===== src/vna_mul.sv =====
// shared signed multiplier with registered product
module vna_mul (
  input  logic               clk,
  input  logic signed [31:0] op_a,
  input  logic signed [31:0] op_b,
  output logic signed [63:0] prod
);

  always_ff @(posedge clk) begin
    prod <= op_a * op_b;
  end

endmodule

===== config.mk =====
export PLATFORM = sky130hd
export DESIGN_NAME = vna_mul
export DESIGN_NICKNAME = d
export VERILOG_FILES = /design/src/vna_mul.sv
export SDC_FILE = /design/constraint.sdc
export NUM_CORES = 2
export LEC_CHECK = 0
export BUFFER_PORTS_ARGS = -buffer_cell sky130_fd_sc_hd__clkbuf_2
export CORE_UTILIZATION = 47
export CTS_BUF_LIST = sky130_fd_sc_hd__clkbuf_2
export DETAILED_ROUTE_END_ITERATION = 12
export SLEW_MARGIN = 20
export SYNTH_ARGS = -nofsm -noshare
export SYNTH_HDL_FRONTEND = slang
export SYNTH_SLANG_ARGS = --single-unit

===== constraint.sdc =====
create_clock -name clk -period 12.8 [get_ports clk]
set_input_delay 3.2 -clock clk [delete_from_list [all_inputs] [get_ports clk]]
set_output_delay 3.2 -clock clk [all_outputs]
set_load 0.02 [all_outputs]

Yosys cells after proc, flatten, opt, wreduce, memory -nomap -nowiden
Cells that the tools add are included.
{"block": "op_classes", "n_mul": 1}
{"op": "32-bit by 32-bit multiplier with 64-bit output", "count": 1}
{"block": "totals", "inputBits": 65, "wordCells": 2, "regBits": 64, "output_inout_bits": 64}

Logic depth before layout (Yosys ltp)
{"block": "depth", "depth_word": 1, "ltp_mapped": 28, "ltp_nobuf": 27}

Worst setup path after synthesis
Ideal clock, no wire load.
{"block": "synth_timing", "kind": "input to register", "from": "in op_b[2]", "to": "reg prod[62]", "path_slack_ns": 2.339, "path_stages": 24, "setup_ns": 0.072, "arrival_ns": 10.389, "cell_sequence": "clkbuf_1 > nand2_1 > inv_1 > fa_1 > fa_1 > fa_1 > fa_1 > inv_1 > fa_1 > inv_1 > fa_1 > inv_1 > fa_1 > inv_1 > fa_1 > ha_1 > and3_1 > nand2_1 > or3_1 > o22a_1 > o211ai_1 > a31oi_1 > o31ai_1 > xor2_1"}
{"block": "synth_between", "elab_chain_cells": 1}
{"element": "start, declared", "line_no": "5", "text": "input logic signed [31:0] op_b,"}
{"element": "32-bit by 32-bit multiplier with 64-bit output", "line_no": "10", "text": "prod <= op_a * op_b;"}
{"element": "end signal, assigned", "line_no": "10"}
{"element": "end, declared", "line_no": "6", "text": "output logic signed [63:0] prod"}
Every way passes these cells.

Worst setup path after layout
{"block": "layout_timing", "from": "in op_b[8]", "to": "reg prod[60]"}
Same word-level chain as after synthesis.

==> reports/metrics.cfg <==
[layout]
reg_top3 = prod x64
register_area_sq_mm = 0.00128
layout-drive-gt1-share_pct = 5.47
layout.nets = 5199
fill_cells = 7361
synthToLayoutAreaGrowth_pct = 4.43
multi_input_comb_area_sq_mm = 0.0316
regMostFlops = prod
largest_reg_flops = 64

[critical_path]
critPathRequiredTime_ns = 13.60
crit_start = op_b[8]
crit_path_end_kind = flip-flop
arrival_ns = 11.80
critPathKind = input pin to flip-flop
cp_max_fo = 32
startpoint_type = input pin

[clock_network]
postCtsHoldBufs = 0
cts_root_buf = clkbuf_2
cts_buffers = 9
clock_sinks = 64
htree_levels = 3
post_cts_resized = 0
path_clk_slew_ns = 0.24
post-cts-setup-buffer-count = 0
max-clock-path-buffers = 2
cts_tree = yes

[floorplanning]
core_area_sq_mm = 0.0780
fp-row-count = 102
die-area_sq_mm = 0.0804
initial_core_util_pct = 47.8
die_w_um = 283
die_h_um = 283
pin_count = 129

[placement]
port_buffers = 128
gp_congestion = 0.885
dp_hpwl_um = 84700

[sta]
rsz0062_at_grt = no
finalSetupViolations = 0
slew_viol_final = 0
setup-tns-final_ns = 0
relSlewSlack_pct = 31.7
finalHoldViolCount = 0
fmax_mhz = 90.9
period_share_pct = 86.0
tightest_slew_ns = 1.02
finalCriticalPeriod_ns = 11.00

[synthesis]
synthArstFlopShare_pct = 0
synth_top_family_by_area = adder cells
yosys_warnings = 0
synth_compound_area_share_pct = 3.46
ys.flop_type = dfxtp_1
synth_top_cell_by_area = fa_1
synth_top_area_share_pct = 58.2
yosys.area_share.simple_pct = 15.4
synth-seq-cells = 64
ys_types = 63
syn_area_sq_mm = 0.0372
synth_fa_ha_area_share_pct = 64.3
synth_edf_count = 0
syn_inst = 3884
yosys-top-cells-area = fa_1, inv_1, and2_1
yosysSeqAreaShare_pct = 3.44
synth.area.mux_share_pct = 0
syn_area_per_cell_sq_um = 9.59
synth_xor_area_share_pct = 1.76
syn_nets = 5215

[detailed_routing]
drc = 0
dr.first_iter.drc_count = 1418
routed_wl_um = 104000
wl_per_cell_um = 21.1
drt_pass1_iterations = 5
ant_nets = 0
viasPerCell = 5.15
vias = 25300

[global_routing]
antenna_found_initial = 13
grt_usage_pct = 27.7
first_global_vias = 28800
grt_max_degree = 33
overflow = 0
grt_pass1_wl_um = 168000

[min_path]
hp-class = input pin to flip-flop
min-delay-start = op_a[0]

[job]
maxCapViolCount = 0

[status]
status = completed

## critical path, stage by stage
cell       delay, ns
clkbuf_2        0.71
nand2_1         0.30
fa_1            0.68
fa_1            0.45
inv_1           0.07
fa_1            0.44
fa_1            0.87
inv_1           0.42
fa_1            0.59
inv_1           0.05
fa_1            0.54
inv_1           0.05
fa_1            0.47
inv_1           0.06
fa_1            0.46
ha_1            0.37
a21o_1          0.20
a21o_1          0.17
a21oi_1         0.29
o211ai_1        0.28
buf_4           0.24
a2111oi_1       0.39
o21bai_1        0.13
a21oi_1         0.19
xnor2_1         0.13
## synthesized netlist by cell type (15+ instances only)
cell type / count
fa_1: 1082
inv_1: 952
and2_1: 516
nand2_1: 511
clkbuf_1: 195
ha_1: 184
a21oi_1: 68
dfxtp_1: 64
xnor2_1: 53
nor2_1: 42
o21ai_0: 28
a21o_1: 23
xor2_1: 22
nand3_1: 15
o21bai_1: 15
## kinds of logic after synthesis
kind of cell	count (synthesis)
AND/OR/NAND/NOR	1134
XOR/XNOR	75
AO/OA/AOI/OAI	193
buffers and inverters	1152
adder cells (fa/ha/maj)	1266
flip-flops	64
## path summary, 6_finish.rpt
kind	to	slack (ns)	cells past startpoint
hold / removal	prod[1]	3.00	3
setup / recovery	prod[60]	1.80	25
## per-layer routing
metal	track usage, %	part of all wire (%)
met4	9.47	3.6
met2	48.1	51
met3	4.44	5.3
met1	34.9	40
met5	0	0.091
## cell type report
cell class | count | share of cell area (%)
clock buffer | 9 | 0.116
tap | 1040 | 3.35
multi-input combinational | 2668 | 81.3
sequential | 64 | 3.29
inverter | 952 | 9.19
clock inverter | 7 | 0.187
antenna | 3 | 0.0193
timing repair buffer | 173 | 2.52
## stage by stage
stage | setup slack (ns) | utilization (%) | hold slack (ns) | cell area, sq um | cells
final | 1.80 | 49.9 | 3.00 | 38900 | 4916
after floorplan | 2.34 | - | 3.33 | 37200 | 3884
after detailed placement | 0.868 | 49.7 | 3.62 | 38800 | 4897
after global placement | 0.950 | 49.7 | 3.62 | 38800 | 4897
after global routing | 1.45 | 49.9 | 3.01 | 38900 | 4915
after CTS | 1.87 | 49.9 | 2.93 | 38900 | 4913
## cells in the final DEF (no fill, tap or decap), drive strengths merged, types with 45 or more instances in the layout
cell type	instances
ha	184
and2	516
fa	1082
inv	952
buf	45
dfxtp	64
nand2	511
xnor2	53
a21oi	68
clkbuf	137
Power is not shown: default switching activity piles up to over one toggle a cycle in this logic, so the estimate is an artifact.
